--- config.mk ---
export PLATFORM = sky130hd
export DESIGN_NAME = hcbp_queue
export DESIGN_NICKNAME = d
export VERILOG_FILES = /design/src/rtl/hcbp_pkg.sv /design/src/rtl/hcbp_queue.sv
export SDC_FILE = /design/constraint.sdc
export NUM_CORES = 1
export LEC_CHECK = 0
export BUFFER_PORTS_ARGS = -buffer_cell sky130_fd_sc_hd__buf_2
export CAP_MARGIN = 20
export CELL_PAD_IN_SITES_DETAIL_PLACEMENT = 1
export CELL_PAD_IN_SITES_GLOBAL_PLACEMENT = 1
export CORE_MARGIN = 4
export CORE_UTILIZATION = 50
export DETAILED_ROUTE_END_ITERATION = 10
export GPL_TIMING_DRIVEN = 1
export PLACE_DENSITY_LB_ADDON = 0.2
export REMOVE_ABC_BUFFERS = 1
export SETUP_SLACK_MARGIN = 0.5
export SYNTH_ARGS = -nofsm -noshare
export SYNTH_HDL_FRONTEND = slang
export SYNTH_SLANG_ARGS = --single-unit
export TNS_END_PERCENT = 10
--- constraint.sdc ---
create_clock -name clk -period 2.1 [get_ports clk]
set_input_delay 0.21 -clock clk [delete_from_list [all_inputs] [get_ports clk]]
set_output_delay 0.21 -clock clk [all_outputs]
set_load 0.02 [all_outputs]
--- src/rtl/hcbp_pkg.sv ---
// ---------------------------------------------------------------------------
// hcbp_pkg: shared types and constants of the Huffman code bit packer
// Command codes, field widths and the request format that the front part
// hands to the back part through the queue.
// ---------------------------------------------------------------------------
package hcbp_pkg;

  // Field widths fixed by the stream format
  localparam int CMD_W    = 2;
  localparam int SYM_IN_W = 8;
  localparam int CODE_W   = 32;
  localparam int LEN_W    = 6;
  localparam int BYTE_W   = 8;
  localparam int FILL_W   = 9;

  // Bit accumulator: up to 7 pending bits plus one full-length code
  localparam int ACC_W = 40;
  localparam int CNT_W = 6;

  // Queue between front and back
  localparam int QDEPTH = 4;
  localparam int QPTR_W = 2;
  localparam int QCNT_W = 3;

  localparam logic [FILL_W-1:0] FILL_MAX = 9'd511;

  // Command codes
  localparam logic [CMD_W-1:0] CMD_LOAD   = 2'd0;
  localparam logic [CMD_W-1:0] CMD_ENCODE = 2'd1;
  localparam logic [CMD_W-1:0] CMD_FLUSH  = 2'd2;

  // Request passed from front to back
  typedef struct packed {
    logic              is_flush;
    logic [CODE_W-1:0] code;
    logic [LEN_W-1:0]  len;
  } item_t;

endpackage

--- src/rtl/hcbp_queue.sv ---
// ---------------------------------------------------------------------------
// hcbp_queue: request queue between front and back
// A short first-in first-out buffer that lets each side stall on its own.
// ---------------------------------------------------------------------------
module hcbp_queue (
  input  logic            clk,
  input  logic            rst,
  input  logic            push,
  input  hcbp_pkg::item_t push_item,
  output logic            full,
  input  logic            pop,
  output logic            head_valid,
  output hcbp_pkg::item_t head_item
);
  import hcbp_pkg::*;

  item_t              slots [0:QDEPTH-1];
  logic [QPTR_W-1:0]  wr_ptr;
  logic [QPTR_W-1:0]  rd_ptr;
  logic [QCNT_W-1:0]  count;

  assign full       = (count == QCNT_W'(QDEPTH));
  assign head_valid = (count != '0);
  assign head_item  = slots[rd_ptr];

  // Store incoming requests
  always_ff @(posedge clk) begin
    if (push) begin
      slots[wr_ptr] <= push_item;
    end
  end

  // Advance pointers and occupancy
  always_ff @(posedge clk) begin
    if (rst) begin
      wr_ptr <= '0;
      rd_ptr <= '0;
      count  <= '0;
    end else begin
      if (push) begin
        wr_ptr <= wr_ptr + 1'b1;
      end
      if (pop) begin
        rd_ptr <= rd_ptr + 1'b1;
      end
      case ({push, pop})
        2'b10:   count <= count + 1'b1;
        2'b01:   count <= count - 1'b1;
        default: count <= count;
      endcase
    end
  end

endmodule

## Yosys cells after proc, flatten, opt, wreduce, memory -nomap -nowiden

Memory sizes are Yosys's and may differ from the RTL's. A register that Yosys moved wholly into a read port is not among the register bits.
Cells that the tools add are included.

| word-level totals | value |
|---|---|
| input bits | 43 |
| memories | 1 |
| memory bits (writable) | 156 |
| register bits after elaboration | 7 |

Memory list:

| name | depth | bits a word | read ports | clocked after Yosys merged registers in | wr ports | RTL line | text |
|---|---|---|---|---|---|---|---|
| slots | 4 | 39 | 1 | 1 | 1 | hcbp_queue.sv:17 | `item_t slots [0:QDEPTH-1];` |

| operators by class | value |
|---|---|
| add/subtract/negate cells | 4 |
| muxes and demuxes | 5 |
| equality and inequality tests | 3 |
| reductions and logical operators | 2 |

Operator list:

| operator | count |
|---|---|
| one-hot mux 3 bit (2 select lines) | 1 |
| adder 2 x 1 -> 2 bit, second input constant | 2 |
| two-way mux 2 bit | 2 |
| adder 3 x 1 -> 3 bit, second input constant | 1 |
| == test 3 bit, second input constant | 1 |
| nonzero test 3 bit | 1 |
| subtractor 3 x 1 -> 3 bit, second input constant | 1 |
| == test 2 x 1 -> 1 bit, second input constant | 1 |
| == test 2 bit, second input constant | 1 |
| two-way mux 1 bit | 2 |
| nonzero test 2 bit | 1 |

## Depth between registers and ports, before layout

Gate-level depths: netlist of run 1.

| logic depth | value |
|---|---|
| word-level depth | 3 |
| depth in mapped cells | 6 |
| gate-level depth less buffers | 6 |

## Worst setup path after synthesis of run 1

No wires, ideal clock.

| timing | value |
|---|---|
| path type | flip-flop to flip-flop |
| start | register wr_ptr[0] |
| end | memory slots[2][0] (netlist name) (enable) |
| arrival | 1.488 ns |
| cell stages (with the launch flop) | 4 |
| period minus slack after synthesis | 1.888 ns |
| path slack | 0.212 ns |
| data required time | 1.700 ns |
| cells stage by stage | dfxtp_1 -> inv_1 -> ha_1 -> and2_1 |

RTL lines:

| element | RTL line | text |
|---|---|---|
| start, declared | hcbp_queue.sv:18 | `logic [QPTR_W-1:0] wr_ptr;` |
| start signal, assigned | hcbp_queue.sv:41 | `wr_ptr <= wr_ptr + 1'b1;` |
| end, declared | hcbp_queue.sv:17 |  |

No word-level cell before the write port.

==> results of run 1 <==
==> worst max-delay path, cell delays in order, from the launching register on <==
cell,delay [ps]
dfxtp_4,450
clkbuf_16,200
mux4_2,510
buf_2,180
==> per-layer routing <==
| metal | GRT usage, % | share of wire, % |
|---|---|---|
| met2 | 29.2 | 52 |
| met1 | 22.6 | 43 |
| met5 | 0 | 0 |
| met3 | 6.25 | 5.0 |
| met4 | 5.27 | 0.56 |
==> how the worst max path moves through the flow <==
stage	from	slack, ps	endpoint	cells past startpoint
finish	flip-flop	140	head_item[16]	3
detailed placement	wr_ptr[0]	230	slots[2][7]	3
CTS	flip-flop	100	head_item[17]	3
global route	flip-flop	70	head_item[2]	3
floorplan	flip-flop	-560	head_item[0]	1
global placement	wr_ptr[0]	270	slots[2][23]	3
==> registers in the layout (all words and copies together) (netlist names), named ones only <==
register / cells
count: 3
rd_ptr: 2
slots: 156
wr_ptr: 2
==> power breakdown <==
part           total (uW)  switching (uW)  internal [uW]
sequential           3830            57.7           3770
combinational         905             488            416
clock                2750            1230           1520
total                7490            1780           5710
==> layout make-up <==
| type | instances | area (um2) | share of cell area (%) |
|---|---|---|---|
| tap | 143 | 179 | 2.38 |
| multi-input combinational | 69 | 1110 | 14.8 |
| clock buffer | 17 | 425 | 5.66 |
| clock inverter | 15 | 108 | 1.43 |
| timing repair buffer | 111 | 810 | 10.8 |
| inverter | 3 | 11.3 | 0.150 |
| sequential | 165 | 4870 | 64.8 |
==> kinds of logic after synthesis <==
| kind of cell | count (synthesis) |
|---|---|
| AOI/OAI and AO/OA | 2 |
| xor gates and xnor gates | 5 |
| adders and majority gates | 6 |
| buffers and inverters | 12 |
| DFF | 165 |
| muxes | 41 |
| and+or+nand+nor | 15 |
==> cells in the final DEF, fill, tap and decap left out, drive strengths merged, types with 3 or more instances in the layout <==
cell         count
inv              7
buf             93
clkinvlp         3
dfxtp            9
and2             4
mux4            39
dlygate4sd3     16
xnor2            3
nor2             7
clkinv           8
ha               5
clkbuf          19
edfxtp         156
==> through the flow <==
step | hold WS (ps) | TNS (ps) | total power (uW) | cell area, um2
floorplan | 279 | -21960 | 4390 | 5990
global placement | 422 | 0 | 4700 | 6700
detailed placement | 431 | 0 | 4730 | 6700
CTS | 1.96 | 0 | 7530 | 7420
global route | 2.24 | 0 | 7810 | 7520
finish | 20.3 | 0 | 7490 | 7520
==> repair_timing <==
action                                  4_1_cts  5_1_grt
cloned                                        1        2
hold endpoints to repair                     60        0
endpoints found under the setup margin       78       79
resized for setup                             2       15
hold buffers                                 16        0
==> results.py, run 1 <==
metrics = {
    "run_status": {
        "status": "completed",
    },
    "sta": {
        "clock_skew_ps": 6.35,
        "fin_crit_sh_pct": 93.5,
        "layout_setup_ws_ps": 137,
        "fmax_mhz": 509,
        "hold_violations": 0,
        "period_needed_ps": 1960,
        "worstMarginPinSlew_ps": 1040,
        "rsz0062_at_grt": "true",
        "maxSlewViolCount": 0,
        "timing.slew.headroom_pct": 30.8,
        "setup_viol": 0,
    },
    "synthesis": {
        "yosysMostFrequentCell": "edfxtp_1",
        "netlist-cell-type-count": 20,
        "synth-edff-count": 156,
        "synth_top_family_by_area": "multiplexers",
        "syn_area_um2": 6040,
        "synth_common_cells": "edfxtp_1, mux4_2, dfxtp_1",
        "synth_compound_area_share_pct": 0.166,
        "synthDominantCellAreaShare_pct": 77.5,
        "yosys.area.top_type": "edfxtp_1",
        "avgSynthCellArea_um2": 24.6,
        "synthArstFlopShare_pct": 0,
        "synth_flop_cell": "edfxtp_1",
        "synthAdderAreaFrac_pct": 1.37,
        "synth_area_leaders": "edfxtp_1, mux4_2, dfxtp_1",
        "synth-simple-area-share_pct": 1.24,
        "yosysWarnings": 0,
        "synth_xor_area_share_pct": 0.724,
        "synth_cells": 246,
        "synth_seq_cells": 165,
        "yosysSeqAreaShare_pct": 80.5,
        "synth_mux_area_share_pct": 14.9,
    },
    "die": {
        "rows": 39,
        "core_um2": 11600,
        "die_area_um2": 13900,
        "die_y_um": 118,
        "io_pins": 84,
        "die_w_um": 118,
        "start_util_pct": 52.0,
    },
    "detailed_routing": {
        "post_drt_wl_per_cell_um": 21.7,
        "drc": 0,
        "finalWirelength_um": 11300,
        "ant_nets": 0,
        "first_pass_iters": 4,
        "detail_route.iter0.violations": 245,
        "via_per_inst": 5.39,
        "vias": 2817,
    },
    "placed_design": {
        "dp_slack_ps": 235,
        "dp_hpwl_um": 6760,
        "io_buffers": 83,
        "dp.cells": 472,
        "gp_congestion": 0.669,
    },
    "critical_path": {
        "end_kind": "output pin",
        "r2r_cells": 3,
        "r2r_slack_ps": 260,
        "worstReg2RegEnd": "slots[2][19]",
        "arrival_ps": 1750,
        "crit_fanout": 6,
        "required_ps": 1890,
        "critPathKind": "reg -> out",
        "r2r_start": "wr_ptr[0]",
        "worstSetupStartpointType": "flip-flop",
    },
    "clock_network": {
        "cts_buffers": 17,
        "cts_tree": "done",
        "cts-root-buf": "clkbuf_16",
        "cts_buffer_depth": 2,
        "postCtsSetupBuffers": 0,
        "cts.reportedPaths.clkPinSlew_ps": 60,
        "h-tree-depth": 4,
        "numClockSinks": 165,
        "clk_latency_ps": 420,
    },
    "worst_hold_path": {
        "hold_end": "slots[1][7]",
        "hp-class": "in -> reg",
        "hold_path_depth": 1,
        "hold_start": "push_item[7]",
    },
    "pwr": {
        "ir_drop_uv": 594,
        "leakagePower_uw": 0.00261,
        "p_per_area_nw_per_um2": 996,
    },
    "cells_and_area": {
        "antenna_cells": 0,
        "fin_nets": 416,
        "n_fill_cell": 969,
        "stdcell_count": 523,
        "final_core_util_pct": 64.7,
        "drive_gt1_share_pct": 45.3,
        "syn2layout_area_growth_pct": 24.4,
    },
    "grt": {
        "grtUsageTotal_pct": 17.8,
        "grt_max_degree": 40,
        "antenna_found_initial": 0,
        "grt_pass1_wl_um": 18300,
        "first_global_vias": 3199,
        "grt_overflow_total": 0,
    },
    "run": {
        "drv_cap": 0,
    },
}
No activity file was read; power rests on OpenSTA's default activity.
==> inputs of run 2 (changes only) <==
--- a/config.mk
+++ b/config.mk
@@ -10,7 +10,7 @@
 export CELL_PAD_IN_SITES_DETAIL_PLACEMENT = 1
 export CELL_PAD_IN_SITES_GLOBAL_PLACEMENT = 1
 export CORE_MARGIN = 4
-export CORE_UTILIZATION = 50
+export CORE_UTILIZATION = 30
 export DETAILED_ROUTE_END_ITERATION = 10
 export GPL_TIMING_DRIVEN = 1
 export PLACE_DENSITY_LB_ADDON = 0.2
@@ -19,4 +19,4 @@
 export SYNTH_ARGS = -nofsm -noshare
 export SYNTH_HDL_FRONTEND = slang
 export SYNTH_SLANG_ARGS = --single-unit
-export TNS_END_PERCENT = 10
+export TNS_END_PERCENT = 1
==> constraint.sdc (replaced) <==
create_clock -name clk -period 2.35 [get_ports clk]
set_input_delay 0.235 -clock clk [delete_from_list [all_inputs] [get_ports clk]]
set_output_delay 0.235 -clock clk [all_outputs]
set_load 0.02 [all_outputs]
==> results.py, run 2 (same netlist as run 1, synthesis figures left out) <==
metrics = {
    "sta": {
        "clock_skew_ps": 5.12,
        "timing.hold.ws_ps": 32.4,
        "timing.slew.headroom_pct": 69.1,
        "layout_setup_ws_ps": 369,
        "fmax_mhz": 505,
        "period_needed_ps": 1980,
        "fin_crit_sh_pct": 84.3,
        "rsz0062_at_grt": "true",
        "setup_viol": 0,
        "worstMarginPinSlew_ps": 463,
        "maxSlewViolCount": 0,
        "hold_violations": 0,
        "tns_ps": 0,
    },
    "clock_network": {
        "hold_buffers": 0,
        "cts-root-buf": "clkbuf_16",
        "cts.reportedPaths.clkPinSlew_ps": 60,
        "numClockSinks": 165,
        "cts_buffer_depth": 2,
        "clk_latency_ps": 420,
        "h-tree-depth": 4,
        "cts_buffers": 17,
        "cts_tree": "done",
    },
    "cells_and_area": {
        "final_cell_mix": "edfxtp_1, buf_2, mux4_2",
        "top_register": "slots",
        "n_fill_cell": 1920,
        "antenna_cells": 0,
        "largest_reg_flops": 156,
        "final_core_util_pct": 39.7,
        "fin_nets": 408,
        "top_regs": "slots (156), count (3)",
        "final_area_um2": 7800,
        "drive_gt1_share_pct": 46.9,
        "syn2layout_area_growth_pct": 29.0,
        "mostFrequentLayoutCell": "edfxtp_1",
    },
    "die": {
        "core_um2": 19700,
        "rows": 51,
        "die_y_um": 150,
        "die_area_um2": 22500,
        "start_util_pct": 30.8,
        "die_w_um": 150,
        "io_pins": 84,
    },
    "placed_design": {
        "dp_hpwl_um": 7960,
        "dp_slack_ps": 518,
        "io_buffers": 83,
        "place_area_um2": 6970,
        "gp_congestion": 0.684,
    },
    "pwr": {
        "p_per_area_nw_per_um2": 896,
        "p_int_uw": 5450,
        "comb_power_share_pct": 12.5,
        "pwr-share-clk_pct": 38.5,
        "ir_drop_uv": 508,
        "p_sw_uw": 1540,
        "leakagePower_uw": 0.00266,
        "seqPwrFrac_pct": 49.0,
        "swShare_pct": 22.0,
    },
    "detailed_routing": {
        "ant_nets": 0,
        "wl_met2_um": 5980,
        "via_per_inst": 4.42,
        "finalWirelength_um": 12100,
        "m1WireLength_um": 5260,
        "vias": 2808,
        "first_pass_iters": 4,
        "post_drt_wl_per_cell_um": 19.1,
        "wl_met3_um": 692,
        "highest_layer": "met5",
        "drc": 0,
        "detail_route.iter0.violations": 114,
    },
    "critical_path": {
        "worst-path-stages": 4,
        "worstSetupStartpointType": "flip-flop",
        "r2r_start": "wr_ptr[0]",
        "crit_buf_inv": 3,
        "worstReg2RegEnd": "slots[0][3]",
        "r2r_cells": 4,
        "crit_path_end": "head_item[7]",
        "arrival_ps": 1750,
        "cp_top_family": "multiplexers",
        "crit_path_cell_trace": "buf_12, buf_8, mux4_2, buf_6",
        "r2r_slack_ps": 810,
        "crit_fanout": 5,
        "max_stage_delay_ps": 530,
        "slowest_stage": "mux4_2",
        "required_ps": 2120,
        "critPathKind": "reg -> out",
        "end_kind": "output pin",
    },
    "grt": {
        "grt_max_degree": 31,
        "grt_pass1_wl_um": 19000,
        "antenna_found_initial": 2,
        "grtUsageTotal_pct": 11.6,
        "grt_overflow_total": 0,
        "first_global_vias": 3254,
    },
    "run": {
        "drv_cap": 0,
    },
    "run_status": {
        "status": "completed",
    },
    "worst_hold_path": {
        "hp-class": "in -> reg",
    },
}
run 2: cell type report:
| class | count | area [um2] | share of cell area (%) |
|---|---|---|---|
| multi-input cells | 69 | 1110 | 14.3 |
| clock buffers | 20 | 437 | 5.60 |
| repair buffers | 103 | 897 | 11.5 |
| clock inverters | 11 | 135 | 1.73 |
| flip-flops and latches | 165 | 4870 | 62.5 |
| well taps | 265 | 332 | 4.25 |
| inverters | 3 | 11.3 | 0.144 |
run 2: worst min path at each step:
stage	start	cells past startpoint	slack, ps	to
detailed placement	push_item[5]	1	450	slots[2][5]
global route	push_item[8]	1	9	slots[3][8]
global placement	push_item[6]	1	440	slots[3][6]
CTS	push_item[5]	1	10	slots[1][5]
finish	push_item[5]	1	30	slots[1][5]
floorplan	rst	1	300	count[2]
run 2: repair_timing:
item	CTS	global route
gates cloned	2	0
endpoints found under the setup margin	39	39
buffers inserted	6	0
resized for setup	37	2
run 2: stage by stage:
stage / total power [uW] / cells
floorplan: 3920 / 237
global placement: 4250 / 597
detailed placement: 4270 / 597
CTS: 7100 / 636
global route: 7300 / 636
finish: 6990 / 636
run 2: worst reg2reg max path, delay by kind of cell, from the launching register on:
| kind | cells | cell delay [ps] |
|---|---|---|
| adders and majority gates | 1 | 140 |
| buffers and inverters | 2 | 320 |
| DFF | 1 | 350 |
| and+or+nand+nor | 1 | 430 |
run 2: power by group through the flow:
stage / logic, uW / registers [uW] / clock network [uW]
after global routing: 947 / 3430 / 2920
after floorplan: 417 / 3510 / 0
after detailed placement: 764 / 3500 / 0
final: 874 / 3420 / 2690
after global placement: 748 / 3500 / 0
after CTS: 902 / 3420 / 2770
run 2: metal layers:
metal  vias up  GRT usage, %
met5         -             0
met4         4          3.98
met3        17          4.24
met2        77          19.2
met1      1452          14.0
li1       1258             -
