## src/rtl/hcbp_pkg.sv

```systemverilog
// ---------------------------------------------------------------------------
// hcbp_pkg: shared types and constants of the Huffman code bit packer
// Command codes, field widths and the request format that the front part
// hands to the back part through the queue.
// ---------------------------------------------------------------------------
package hcbp_pkg;

  // Field widths fixed by the stream format
  localparam int CMD_W    = 2;
  localparam int SYM_IN_W = 8;
  localparam int CODE_W   = 32;
  localparam int LEN_W    = 6;
  localparam int BYTE_W   = 8;
  localparam int FILL_W   = 9;

  // Bit accumulator: up to 7 pending bits plus one full-length code
  localparam int ACC_W = 40;
  localparam int CNT_W = 6;

  // Queue between front and back
  localparam int QDEPTH = 4;
  localparam int QPTR_W = 2;
  localparam int QCNT_W = 3;

  localparam logic [FILL_W-1:0] FILL_MAX = 9'd511;

  // Command codes
  localparam logic [CMD_W-1:0] CMD_LOAD   = 2'd0;
  localparam logic [CMD_W-1:0] CMD_ENCODE = 2'd1;
  localparam logic [CMD_W-1:0] CMD_FLUSH  = 2'd2;

  // Request passed from front to back
  typedef struct packed {
    logic              is_flush;
    logic [CODE_W-1:0] code;
    logic [LEN_W-1:0]  len;
  } item_t;

endpackage

```

## src/rtl/hcbp_back.sv

```systemverilog
// ---------------------------------------------------------------------------
// hcbp_back: bit packer and result register
// Merges codes into the bit accumulator, emits one full byte per cycle
// unless stalled, and builds the end-of-stream result and block fill count.
// ---------------------------------------------------------------------------
module hcbp_back #(
  parameter int BLOCK_BYTES = 512
) (
  input  logic                           clk,
  input  logic                           rst,
  input  logic                           head_valid,
  input  hcbp_pkg::item_t                head_item,
  output logic                           pop,
  output logic                           out_valid,
  input  logic                           out_stall,
  output logic [hcbp_pkg::BYTE_W-1:0]    data_byte,
  output logic                           byte_valid,
  output logic [hcbp_pkg::FILL_W-1:0]    zero_fill_count,
  output logic                           last
);
  import hcbp_pkg::*;

  localparam int OW = (BLOCK_BYTES > 1) ? $clog2(BLOCK_BYTES) : 1;
  localparam int FW = OW + 1;
  localparam int BW = (FW > FILL_W) ? FW : FILL_W;
  localparam logic [CNT_W-1:0] BYTE_BITS = CNT_W'(BYTE_W);
  localparam logic [CNT_W-1:0] ACC_MAX   = CNT_W'(ACC_W - 1);

  logic [ACC_W-1:0]  acc;
  logic [CNT_W-1:0]  nbits;
  logic [OW-1:0]     offset;
  logic              seen;

  logic [ACC_W-1:0]  acc_sh;
  logic [CNT_W-1:0]  n_sh;
  logic [ACC_W-1:0]  acc_next;
  logic [CNT_W-1:0]  n_next;
  logic [OW-1:0]     offset_inc;
  logic [OW-1:0]     off_end;
  logic [FW-1:0]     fill_raw;
  logic [BW-1:0]     fill_big;
  logic              out_free;
  logic              emit;
  logic              take_enc;
  logic              take_flush;
  logic              part_valid;
  logic [BYTE_W-1:0] flush_byte;
  logic [FILL_W-1:0] flush_fill;

  // Drain one byte when the result register is free
  assign out_free = !out_valid || !out_stall;
  assign emit     = out_free && (nbits >= BYTE_BITS);
  assign acc_sh   = emit ? (acc >> BYTE_W) : acc;
  assign n_sh     = emit ? (nbits - BYTE_BITS) : nbits;

  // Take the next request once fewer than a byte of bits remain
  assign take_enc   = head_valid && !head_item.is_flush && (n_sh < BYTE_BITS);
  assign take_flush = head_valid && head_item.is_flush && (nbits < BYTE_BITS)
                      && out_free;
  assign pop        = take_enc || take_flush;

  // Merge the code above the pending bits
  always_comb begin
    acc_next = acc_sh;
    n_next   = n_sh;
    if (take_enc) begin
      acc_next = acc_sh | ({{(ACC_W-CODE_W){1'b0}}, head_item.code} << n_sh[2:0]);
      n_next   = n_sh + head_item.len;
    end
  end

  // Block offset and fill count for the final result
  always_comb begin
    offset_inc = (offset == OW'(BLOCK_BYTES - 1)) ? '0 : (offset + 1'b1);
    part_valid = seen && (nbits != '0);
    off_end    = part_valid ? offset_inc : offset;
    fill_raw   = (off_end == '0) ? '0 : (FW'(BLOCK_BYTES) - {1'b0, off_end});
    fill_big   = BW'(fill_raw);
    flush_fill = '0;
    if (seen) begin
      flush_fill = (fill_big > BW'(FILL_MAX)) ? FILL_MAX : FILL_W'(fill_big);
    end
    flush_byte = part_valid ? acc[BYTE_W-1:0] : '0;
  end

  // Accumulator and stream state
  always_ff @(posedge clk) begin
    if (rst) begin
      acc    <= '0;
      nbits  <= '0;
      offset <= '0;
      seen   <= 1'b0;
    end else if (take_flush) begin
      acc    <= '0;
      nbits  <= '0;
      offset <= '0;
      seen   <= 1'b0;
    end else begin
      acc   <= acc_next;
      nbits <= n_next;
      if (emit) begin
        offset <= offset_inc;
      end
      if (take_enc) begin
        seen <= 1'b1;
      end
    end
  end

  // Result register control
  always_ff @(posedge clk) begin
    if (rst) begin
      out_valid <= 1'b0;
    end else if (out_free) begin
      out_valid <= emit || take_flush;
    end
  end

  // Result register payload
  always_ff @(posedge clk) begin
    if (emit) begin
      data_byte       <= acc[BYTE_W-1:0];
      byte_valid      <= 1'b1;
      zero_fill_count <= '0;
      last            <= 1'b0;
    end else if (take_flush) begin
      data_byte       <= flush_byte;
      byte_valid      <= part_valid;
      zero_fill_count <= flush_fill;
      last            <= 1'b1;
    end
  end

  // Accumulator never holds more bits than it has room for
  assert property (@(posedge clk) disable iff (rst) nbits <= ACC_MAX)
    else $error("bit count beyond accumulator");

  // A byte and a stream end never load the result register together
  assert property (@(posedge clk) disable iff (rst) !(emit && take_flush))
    else $error("byte and flush result in the same cycle");

  // A flush leaves the stream empty
  assert property (@(posedge clk) disable iff (rst)
    take_flush |=> (nbits == '0) && !seen && (offset == '0))
    else $error("stream state not cleared after flush");

endmodule

```

## config.mk

```make
export PLATFORM = sky130hd
export DESIGN_NAME = hcbp_back
export DESIGN_NICKNAME = d
export VERILOG_FILES = /design/src/rtl/hcbp_pkg.sv /design/src/rtl/hcbp_back.sv
export SDC_FILE = /design/constraint.sdc
export NUM_CORES = 1
export LEC_CHECK = 0
export BUFFER_PORTS_ARGS = -buffer_cell sky130_fd_sc_hd__buf_2
export CORE_MARGIN = 2
export CORE_UTILIZATION = 58
export DETAILED_ROUTE_END_ITERATION = 12
export PLACE_DENSITY = 0.8
export SLEW_MARGIN = 10
export SYNTH_ARGS = -nofsm -noshare
export SYNTH_HDL_FRONTEND = slang
export SYNTH_SLANG_ARGS = --single-unit
```

## constraint.sdc

```tcl
create_clock -name clk -period 4 [get_ports clk]
set_input_delay 0.2 -clock clk [delete_from_list [all_inputs] [get_ports clk]]
set_output_delay 0.2 -clock clk [all_outputs]
set_load 0.01 [all_outputs]
```

-- Word level (Yosys, flattened, before mapping)
Cells that the tools add are included.
- latch bits: 0
- bits in read-only memories: 0
- RAM bits: 0
- memories kept: 0
- word-level logic and storage cells: 49
- register bits after elaboration: 76
- output and inout port bits: 21
- bits of input ports: 43
- order comparisons: 4
- bitwise logic cells: 1
- shifts and indexed selects: 1
- divide/modulo/power cells: 0
- multipliers: 0
- reductions and logical operators: 17
- add/sub/neg operators: 4
- eq/ne operators: 1
- multiplexer cells: 12
- operators with widths (operator ; number):
    $mux W40 ; 2
    $or A40 B40 Y40 ; 1
    $shl A32 B3 Y40 ; 1
    $mux W9 ; 4
    $mux W8 ; 3
    $lt A6 B4 Y1 const B ; 2
    $mux W6 ; 2
    $gt A10 B9 Y1 const B ; 1
    $mux W10 ; 1
    $sub A10 B9 Y10 const A ; 1
    $add A9 B1 Y9 const B ; 1
    $eq A9 B9 Y1 const B ; 1
    $logic_not A9 Y1 ; 1
    $logic_and A1 B1 Y1 ; 7
    $add A6 B6 Y6 ; 1
    $ge A6 B4 Y1 const B ; 1
    $reduce_bool A6 Y1 ; 1
    $sub A6 B4 Y6 const B ; 1
    $logic_not A1 Y1 ; 3
    $logic_or A1 B1 Y1 ; 3
    $reduce_bool A2 Y1 ; 1
    $reduce_or A2 Y1 ; 1

-- Longest topological paths before layout
Gate-level depths: netlist (run 1).
- depth in word-level cells: 8
- depth in mapped cells: 17
- depth with buffers taken out: 16

-- Worst setup path after synthesis (run 1)
OpenSTA, ideal clock, no wires.
- path kind: register to register
- from: register offset[0]
- to: register zero_fill_count[6] (netlist name)
- cell stages (with the launch flop): 17
- path buffers: 0
- arrival time: 3.147 ns
- setup slack: 0.779 ns
- setup time: 0.074 ns
- cell sequence: dfxtp_1 > ha_1 > nand3_1 > nor2_1 > ha_1 > nand2b_1 > o21ai_0 > inv_1 > ha_1 > nand2_1 > nor3_1 > inv_1 > nor3_1 > ha_1 > nor3_2 > or3b_2 > a31oi_1
- longest elaborated chain between the ends: 8
- RTL lines (element ; line ; source):
    start: declaration ; hcbp_back.sv:31 ; logic [OW-1:0] offset;
    start signal: assignment ; hcbp_back.sv:102 ; offset <= offset_inc;
    $add A9 B1 Y9 or $eq A9 B9 Y1 (tied branches) ; hcbp_back.sv:74 ; offset_inc = (offset == OW'(BLOCK_BYTES - 1)) ? '0 : (offset + 1'b1);
    $mux W9 ; hcbp_back.sv:74 ;
    $mux W9 (*) ; hcbp_back.sv:76 ; off_end = part_valid ? offset_inc : offset;
    $sub A10 B9 Y10 or $logic_not A9 Y1 (tied branches) ; hcbp_back.sv:77 ; fill_raw = (off_end == '0) ? '0 : (FW'(BLOCK_BYTES) - {1'b0, off_end});
    $mux W10 (*) ; hcbp_back.sv:77 ;
    $gt A10 B9 Y1 ; hcbp_back.sv:81 ; flush_fill = (fill_big > BW'(FILL_MAX)) ? FILL_MAX : FILL_W'(fill_big);
    $mux W9 (*) ; hcbp_back.sv:81 ;
    $mux W9 (*) ; hcbp_back.sv:80 ; if (seen) begin
    end signal: assignment ; hcbp_back.sv:129 ; zero_fill_count <= flush_fill;
    end: declaration ; hcbp_back.sv:18 ; output logic [hcbp_pkg::FILL_W-1:0] zero_fill_count,
Mark *: on every way between the ends. The rest lies on a longest branch, timed or not.
A chain may end at the register's enable or synchronous reset.

-- Worst setup path in the final report (run 1)
- from: register offset[0]
- to: register zero_fill_count[5] (netlist name)
Same word-level chain as after synthesis.

==> flow_metrics.tcl, run 1 <==
set metrics [dict create \
    die_h_microns 94.4 \
    cts.path.max_buffers 2 \
    drt-vias-per-instance 5.98 \
    critical_path.cell_chain "ha_1 > nand3_1 > nor2_1 > ha_1 > buf_4 > nor2b_1 > mux2i_1 > o211ai_1 > and2_4 > nor3_1 > inv_1 > nor3_1 > ha_1 > nor3_2 > nand4_2 > a31oi_1" \
    cts_tree "done" \
    syn-cell-area_sq_mm 0.00474 \
    holdWs_ns 0.00882 \
    dp_hpwl_microns 7650 \
    cp.arrival_ns 3.81 \
    setup_tns_ns 0 \
    design.die.area_sq_mm 0.00891 \
    coreArea_sq_mm 0.00781 \
    p_seq_share_pct 30.3 \
    yosysTopAreaCell "dfxtp_1" \
    critPathSlowestCell "dfxtp_1" \
    design_area_sq_mm 0.00539 \
    ys_warn_count 0 \
    peakVddDrop_uv 348 \
    area_growth_pct 13.8 \
    worst_slack_ns 0.421 \
    netlist.area_leader.share_pct 28.7 \
    clock_sinks 76 \
    synth.top_cells.by_count "129 x nand2_1, 68 x dfxtp_1, 44 x mux2i_1, 37 x a31oi_1, 35 x nor2_1" \
    dr.pass1.iters 5 \
    die_width_microns 94.4 \
    p_int_mw 2.01 \
    crit_path_max_incr_delay_ns 0.46 \
    async_flop_share_pct 0 \
    max_freq_mhz 279 \
    row_count 32 \
    synth-edff-count 8 \
    track_usage_pct 25.7 \
    numCtsBuffers 9 \
    antennaDiodeCount 0 \
    p_comb_share_pct 46.7 \
    drive_gt1_share_pct 22.2 \
    vias 4375 \
    p_sw_share_pct 41.4 \
    finalHoldViolCount 0 \
    drc 0 \
    ioPinCount 64 \
    clock_latency_ns 0.36 \
    synthFlopType "dfxtp_1" \
    dpl_worst_slack_ns 0.460 \
    portBuffers 63 \
    rsz0062_at_grt "no" \
    antenna_found_initial 0 \
    hp-class "input pin to flip-flop" \
    grt_pass1_vias 4151 \
    synth.area.top_cells "dfxtp_1 29%, nand2_1 10%, mux2i_1 9.3%" \
    total_power_mw 3.43 \
    power.leakage_nw 1.99 \
    fin_worst_skew_ns 0.00971 \
    ant_nets 0 \
    wl_per_cell_microns 15.1 \
    synth_cell_type_count 61 \
    htree_levels 3 \
    cts_hold_buf 0 \
    placed_area_sq_mm 0.00512 \
    wl_microns 11100 \
    cpMostUsedCell "ha_1" \
    criticalPathCategory "flip-flop to flip-flop" \
    relSlewSlack_pct 25.7 \
    status "finished clean" \
    synth_fp_nets 632 \
    grt_pass1_wl_microns 18600 \
    clkPwrFrac_pct 23.0 \
    worst_pin_slew_ns 1.12 \
    cts-resized-gates 0 \
    drt_iter0_markers 231 \
    initial_core_util_pct 60.7 \
    fin_crit_sh_pct 89.5 \
    cp_max_fo 15 \
    ys_seq_area_share_pct 33.8 \
    grt_max_degree 57 \
    timing.final.crit_period_ns 3.58 \
    grt_overflow 0 \
    power_density_mw_per_mm2 636 \
    netlist_instances 578 \
    worstPathRequired_ns 4.23 \
    post-cts-setup-buffer-count 0 \
    maxCapViolations 0 \
    setup_viol 0 \
    yosysMostFrequentCell "nand2_1" \
    finalNetCount 679 \
    slew_violations 0 \
    cp-start-kind "flip-flop" \
    avgSynthCellArea_sq_um 8.20 \
    cts_root_buffer "clkbuf_8" \
    synth-seq-cells 76 \
    path_clk_slew_ns 0.08 \
    worstSetupEndpointType "flip-flop" \
    gp_congestion 0.858 \
    p_switching_mw 1.42 \
]
area by class of cell:
class | instances | area [sq um]
multi-input combinational | 449 | 2930
fill | 644 | 2420
sequential | 76 | 1600
timing repair buffer | 75 | 405
clock inverter | 7 | 146
tap | 102 | 128
clock buffer | 9 | 124
inverter | 14 | 52.6
power groups by stage:
stage | clock network (mW) | registers (mW) | logic (mW)
after floorplan | 0 | 1.07 | 1.17
after global placement | 0 | 1.05 | 1.55
after detailed placement | 0 | 1.06 | 1.57
after CTS | 0.792 | 1.04 | 1.59
after global routing | 0.819 | 1.06 | 1.76
final | 0.788 | 1.04 | 1.60
per-layer routing:
| metal | vias to the layer above | routed length (microns) | track usage, % |
|---|---|---|---|
| li1 | 2149 | - | - |
| met5 | - | 0 | 0 |
| met2 | 158 | 5130 | 43.0 |
| met3 | 16 | 616 | 3.67 |
| met4 | 0 | 176 | 8.09 |
| met1 | 2052 | 5140 | 34.4 |
state kept, by name (all words and copies together), names as in the netlist:
register         cells
seen                 1
nbits                6
offset               9
out_valid            1
byte_valid           1
last                 1
zero_fill_count      9
data_byte            8
acc                 40
critical path, delay by kind of cell, from the launching register on:
family	cells	cell delay (ns)
buffers and inverters	2	0.28
multiplexers	1	0.33
flip-flops	1	0.46
AO/OA/AOI/OAI	2	0.30
adder cells (fa/ha/maj)	3	0.70
AND/OR/NAND/NOR	8	1.36
path summary, 6_finish.rpt:
path | from | to | slack (ns) | depth (start not counted)
worst min register to register | last | last | 0.45 | 2
worst max register to register | offset[0] | zero_fill_count[5] | 0.42 | 16
worst max-delay path | offset[0] | zero_fill_count[5] | 0.42 | 16
worst min-delay path | rst | out_valid | 0.009 | 2
cell usage in the layout, fill, tap and decap left out, types with 12 or more instances in the layout:
master / count
nor2_1: 35
nand2_1: 129
buf_2: 63
inv_1: 12
dfxtp_1: 66
a31oi_1: 37
o21ai_0: 25
a21oi_1: 29
buf_4: 12
mux2i_1: 44
mux2_2: 27
metrics by stage:
stage / std cells / utilization [%]
finish: 732 / 69.0
global route: 732 / 69.0
CTS: 732 / 69.0
detailed placement: 716 / 65.6
global placement: 716 / 65.6
floorplan: 578 / -
logic make-up (layout without fill, tap and decap cells):
kind of cell    count (synthesis)  in the layout  share of synthesized area, %
mux                            76             76                          18.1
xor+xnor                       11             11                          2.03
buf+inv                        53            105                          4.49
flops                          76             76                          33.8
compound gates                130            130                          17.4
simple gates                  221            221                          21.1
fa+ha+maj                      11             11                          3.06
No activity file was read; power rests on OpenSTA's default activity.
==> inputs of run 2 (changes only) <==
--- a/config.mk
+++ b/config.mk
@@ -9,7 +9,8 @@
 export CORE_MARGIN = 2
 export CORE_UTILIZATION = 58
 export DETAILED_ROUTE_END_ITERATION = 12
-export PLACE_DENSITY = 0.8
+export PLACE_DENSITY = 0.82
+export RECOVER_POWER = 100
 export SLEW_MARGIN = 10
 export SYNTH_ARGS = -nofsm -noshare
 export SYNTH_HDL_FRONTEND = slang
==> run 2 against run 1 <==
Against the previous run:
- global-route usage grew 0.44 points
- critical path type unchanged
- the run now ends with capacitance limit, slew limit left
- hold slack gained 0.12 ns
- sequential power about the same
==> flow_metrics.tcl, run 2 (synthesis gave the netlist of run 1 again) <==
set metrics [dict create \
    drt-vias-per-instance 5.91 \
    cts_root_buffer "clkbuf_8" \
    timing.final.crit_period_ns 3.60 \
    grt_overflow 0 \
    rr_endpoint "zero_fill_count[6]" \
    ant_nets 0 \
    grt_pass1_wl_microns 18800 \
    crit_end "zero_fill_count[6]" \
    holdWs_ns 0.131 \
    peakVddDrop_uv 348 \
    fin_worst_skew_ns 0.00854 \
    track_usage_pct 26.1 \
    portBuffers 63 \
    dr.pass1.iters 5 \
    maxCapViolations 2 \
    final_common_cell "nand2_1" \
    r2r_slack_ns 0.40 \
    vias 4335 \
    critical_path.cell_chain "ha_1 > nand3_1 > nor2_1 > ha_1 > nand2b_1 > o21ai_0 > inv_1 > ha_1 > nand2_1 > nor3_1 > inv_1 > nor3_1 > ha_1 > nor3_2 > or3b_2 > a31oi_1" \
    drc 0 \
    p_seq_share_pct 33.1 \
    dp_hpwl_microns 7790 \
    rsz0062_at_grt "no" \
    cp-start-kind "flip-flop" \
    critPathSlowestCell "nor3_2" \
    crit_buf_inv 2 \
    cp.arrival_ns 3.90 \
    die_h_microns 94.4 \
    die_width_microns 94.4 \
    hp-class "input pin to flip-flop" \
    dpl_worst_slack_ns 0.431 \
    top_register "acc" \
    cts-resized-gates 0 \
    gp_congestion 0.846 \
    initial_core_util_pct 60.7 \
    wl_microns 11000 \
    power.leakage_nw 1.86 \
    clock_sinks 76 \
    setup_tns_ns 0 \
    coreArea_sq_mm 0.00781 \
    worst_slack_ns 0.400 \
    antennaDiodeCount 0 \
    critPathTopFamily "simple AND/OR/NAND/NOR gates" \
    power_density_mw_per_mm2 597 \
    startpoint "offset[0]" \
    fillers 695 \
    r2r-start "offset[0]" \
    worst_pin_slew_ns 1.59 \
    ioPinCount 64 \
    slew_violations 74 \
    r2r_cells 16 \
    htree_levels 3 \
    finalNetCount 680 \
    path_clk_slew_ns 0.09 \
    p_sw_share_pct 45.1 \
    reg_top3 "acc: 40 flops, offset: 9 flops, zero_fill_count: 9 flops" \
    antenna_found_initial 0 \
    drive_gt1_share_pct 18.4 \
    wl_per_cell_microns 15.0 \
    cp_max_fo 10 \
    criticalPathCategory "flip-flop to flip-flop" \
    p_comb_share_pct 49.4 \
    row_count 32 \
    finalHoldViolCount 0 \
    violations "capacitance limit, slew limit" \
    grt_pass1_vias 4125 \
    fin_crit_sh_pct 90.0 \
    setup_viol 0 \
    stdcell_count 733 \
    p_int_mw 1.73 \
    cp.depth 16 \
    worstPathRequired_ns 4.30 \
    max_freq_mhz 278 \
    cts.path.max_buffers 2 \
    cts_tree "done" \
    design.die.area_sq_mm 0.00891 \
    clkPwrFrac_pct 17.5 \
    clock_latency_ns 0.36 \
    area_growth_pct 11.3 \
    cpMostUsedCell "ha_1" \
    final_cell_mix "129 x nand2_1, 66 x dfxtp_1, 44 x mux2i_1" \
    grt_max_degree 46 \
    dp_cells 716 \
    numCtsBuffers 9 \
    p_switching_mw 1.42 \
    worstSetupEndpointType "flip-flop" \
    drt_iter0_markers 256 \
    crit_path_max_incr_delay_ns 0.50 \
    status "finished, violations left" \
    relSlewSlack_pct -6.02 \
    largest_reg_flops 40 \
]
==> run 2: tightest hold or removal path: stages <==
cell	delay [ns]
buf_2	0.12
nand3_1	0.06
a31oi_1	0.06
==> run 2: power by group through the flow <==
stage | Combinational (mW) | Sequential [mW] | Clock [mW]
after floorplan | 1.17 | 1.07 | 0
after global placement | 1.53 | 1.05 | 0
after detailed placement | 1.56 | 1.06 | 0
after CTS | 1.57 | 1.04 | 0.557
after global routing | 1.73 | 1.06 | 0.594
final | 1.56 | 1.04 | 0.552
==> run 2: worst min-delay path by stage <==
stage | slack, ns | start | cells after the start | to
2_1_floorplan | 0.27 | rst | 1 | out_valid
3_3_place_gp | 0.37 | rst | 2 | out_valid
3_5_place_dp | 0.38 | rst | 2 | out_valid
4_1_cts | 0.12 | head_item[6] | 3 | acc[0]
5_1_grt | 0.17 | head_item[6] | 3 | acc[0]
6_report | 0.13 | head_item[6] | 3 | acc[0]
==> run 2: timing repair <==
item / 4_1_cts / 5_1_grt
setup buffers: 0 / 0
hold buffers: 1 / 0
hold endpoints to repair: 1 / 0
setup endpoints to repair: 0 / 0
==> run 2: layout make-up <==
type / count / area, sq um / share of cell area, %
multi-input combinational: 449 / 2930 / 55.5
sequential: 76 / 1600 / 30.4
timing repair buffer: 76 / 379 / 7.19
tap: 102 / 128 / 2.42
clock buffer: 9 / 124 / 2.35
clock inverter: 7 / 58.8 / 1.12
inverter: 14 / 52.6 / 0.996
==> run 2: per-stage QoR <==
stage | area, sq um | util [%] | power, mW
2_1_floorplan | 4740 | - | 2.24
3_3_place_gp | 5120 | 65.6 | 2.58
3_5_place_dp | 5120 | 65.6 | 2.62
4_1_cts | 5310 | 68.0 | 3.17
5_1_grt | 5270 | 67.5 | 3.38
6_report | 5270 | 67.5 | 3.15
==> run 2: per-layer routing <==
metal,track usage [%],vias up,part of all wire (%)
met5,0,-,0
met4,10.4,0,1.7
met3,3.19,17,5.0
met2,43.7,155,49
met1,34.5,2002,44
li1,-,2161,-
==> inputs of run 3 (changes only) <==
--- a/config.mk
+++ b/config.mk
@@ -9,6 +9,7 @@
 export CORE_MARGIN = 2
 export CORE_UTILIZATION = 58
 export DETAILED_ROUTE_END_ITERATION = 12
+export MAX_ROUTING_LAYER = met4
 export PLACE_DENSITY = 0.82
 export RECOVER_POWER = 100
 export SLEW_MARGIN = 10
==> run 3 against run 2 <==
Against the previous run:
- the flow still finishes with violations (capacitance limit, slew limit)
- power rose by 3.3%
- critical path type unchanged
- final area increased by 0.66%
- clock power up 17%
- critical endpoint unchanged
- critical path depth unchanged
- clock skew shrank 0.0055 ns
- sequential power about the same
- sequential share of layout area fell by 0.20 points
- final cell count grew 0.14%
- die area unchanged
==> flow_metrics.tcl, run 3 (synthesis gave the netlist of run 1 again) <==
set metrics [dict create \
    status "finished, violations left" \
    violations "capacitance limit, slew limit" \
    dp_hpwl_microns 7860 \
    antenna_found_initial 0 \
    max_freq_mhz 278 \
    initial_core_util_pct 60.7 \
    slew_violations 37 \
    met2_length_microns 5060 \
    wl_per_cell_microns 14.9 \
    met3_length_microns 618 \
    cts-resized-gates 0 \
    grt_pass1_vias 3995 \
    vias 4351 \
    final_common_cell "nand2_1" \
    grt_overflow 0 \
    drive_gt1_share_pct 18.2 \
    cts_tree "done" \
    fin_crit_sh_pct 89.9 \
    cp.arrival_ns 3.89 \
    power.leakage_nw 1.88 \
    wl_met1_microns 4960 \
    finalNetCount 681 \
    ioPinCount 64 \
    grt_pass1_wl_microns 18300 \
    path_clk_slew_ns 0.08 \
    clock_sinks 76 \
    rsz0062_at_grt "no" \
    ant_nets 0 \
    row_count 32 \
    post-cts-setup-buffer-count 0 \
    die_h_microns 94.4 \
    criticalPathCategory "flip-flop to flip-flop" \
    dpl_worst_slack_ns 0.459 \
    dr.pass1.iters 5 \
    setup_viol 0 \
    worstSetupEndpointType "flip-flop" \
    reg_top3 "acc: 40 flops, offset: 9 flops, zero_fill_count: 9 flops" \
    power_density_mw_per_mm2 613 \
    grt_max_degree 46 \
    worstPathRequired_ns 4.29 \
    holdWs_ns 0.139 \
    timing.final.crit_period_ns 3.60 \
    fin_worst_skew_ns 0.00304 \
    cts_root_buffer "clkbuf_8" \
    peakVddDrop_uv 324 \
    highest_layer "met4" \
    hp-class "input pin to flip-flop" \
    antennaDiodeCount 0 \
    final_cell_mix "129 x nand2_1, 66 x dfxtp_1, 44 x mux2i_1" \
    cp_max_fo 10 \
    coreArea_sq_mm 0.00781 \
    finalHoldViolCount 0 \
    maxCapViolations 1 \
    portBuffers 63 \
    setup_tns_ns 0 \
    top_register "acc" \
    die_width_microns 94.4 \
    wl_microns 10900 \
    clock_latency_ns 0.36 \
    htree_levels 3 \
    track_usage_pct 26.3 \
    drt-vias-per-instance 5.93 \
    total_power_mw 3.25 \
    cts_hold_buf 1 \
    drc 0 \
    cts.path.max_buffers 2 \
    numCtsBuffers 9 \
    gp_congestion 0.859 \
    worst_slack_ns 0.404 \
    area_growth_pct 12.0 \
    drt_iter0_markers 200 \
    worst_pin_slew_ns 1.59 \
    cp-start-kind "flip-flop" \
    largest_reg_flops 40 \
    relSlewSlack_pct -6.08 \
    design.die.area_sq_mm 0.00891 \
    fillers 663 \
]
run 3: cell count changes in the layout (fill, tap and decap cells not counted), sizes merged:
cell / previous run / this run
bufinv: 0 / 2
clkbuf: 33 / 35
clkinvlp: 2 / 1
inv: 16 / 14
run 3: worst paths after layout:
kind / end / depth (start not counted) / slack (ns) / startpoint
worst max-delay path: zero_fill_count[6] / 16 / 0.40 / offset[0]
worst min-delay path: acc[0] / 3 / 0.14 / head_item[6]
worst max register to register: zero_fill_count[6] / 16 / 0.40 / offset[0]
worst min register to register: acc[39] / 2 / 0.44 / acc[39]
run 3: where the power goes:
part / leakage, nW / internal, mW / switching (mW)
clock network: 0.107 / 0.351 / 0.296
logic: 1.14 / 0.554 / 1.01
registers: 0.632 / 0.946 / 0.0942
total: 1.88 / 1.85 / 1.40
run 3: worst max-delay path: stages (launching register included):
cell and delay, ns:
dfxtp_1 0.39, ha_1 0.31, nand3_1 0.17, nor2_1 0.07, ha_1 0.18, nand2b_1 0.21, o21ai_0 0.29, inv_1 0.08
ha_1 0.23, nand2_1 0.07, nor3_1 0.06, inv_1 0.08, nor3_1 0.05, ha_1 0.20, nor3_2 0.49, or3b_2 0.49
a31oi_1 0.13
run 3: layer usage:
metal / GRT usage [%] / up-vias
met5: - / -
met4: 12.3 / 0
met3: 2.95 / 29
met2: 41.5 / 157
met1: 34.1 / 2013
li1: - / 2152
run 3: final cells by class:
| cell class | instances | area, sq um | share of cell area [%] |
|---|---|---|---|
| flip-flops and latches | 76 | 1600 | 30.2 |
| well taps | 102 | 128 | 2.40 |
| repair buffers | 77 | 383 | 7.21 |
| inverters | 14 | 52.6 | 0.990 |
| clock buffers | 10 | 128 | 2.40 |
| multi-input cells | 449 | 2930 | 55.1 |
| clock inverters | 6 | 86.3 | 1.63 |
run 3: per-stage QoR:
stage	instances	area (sq um)	util [%]
after floorplan	578	4740	-
after global placement	717	5130	65.7
after detailed placement	717	5130	65.7
after CTS	734	5350	68.5
after global routing	734	5310	68.0
final	734	5310	68.0
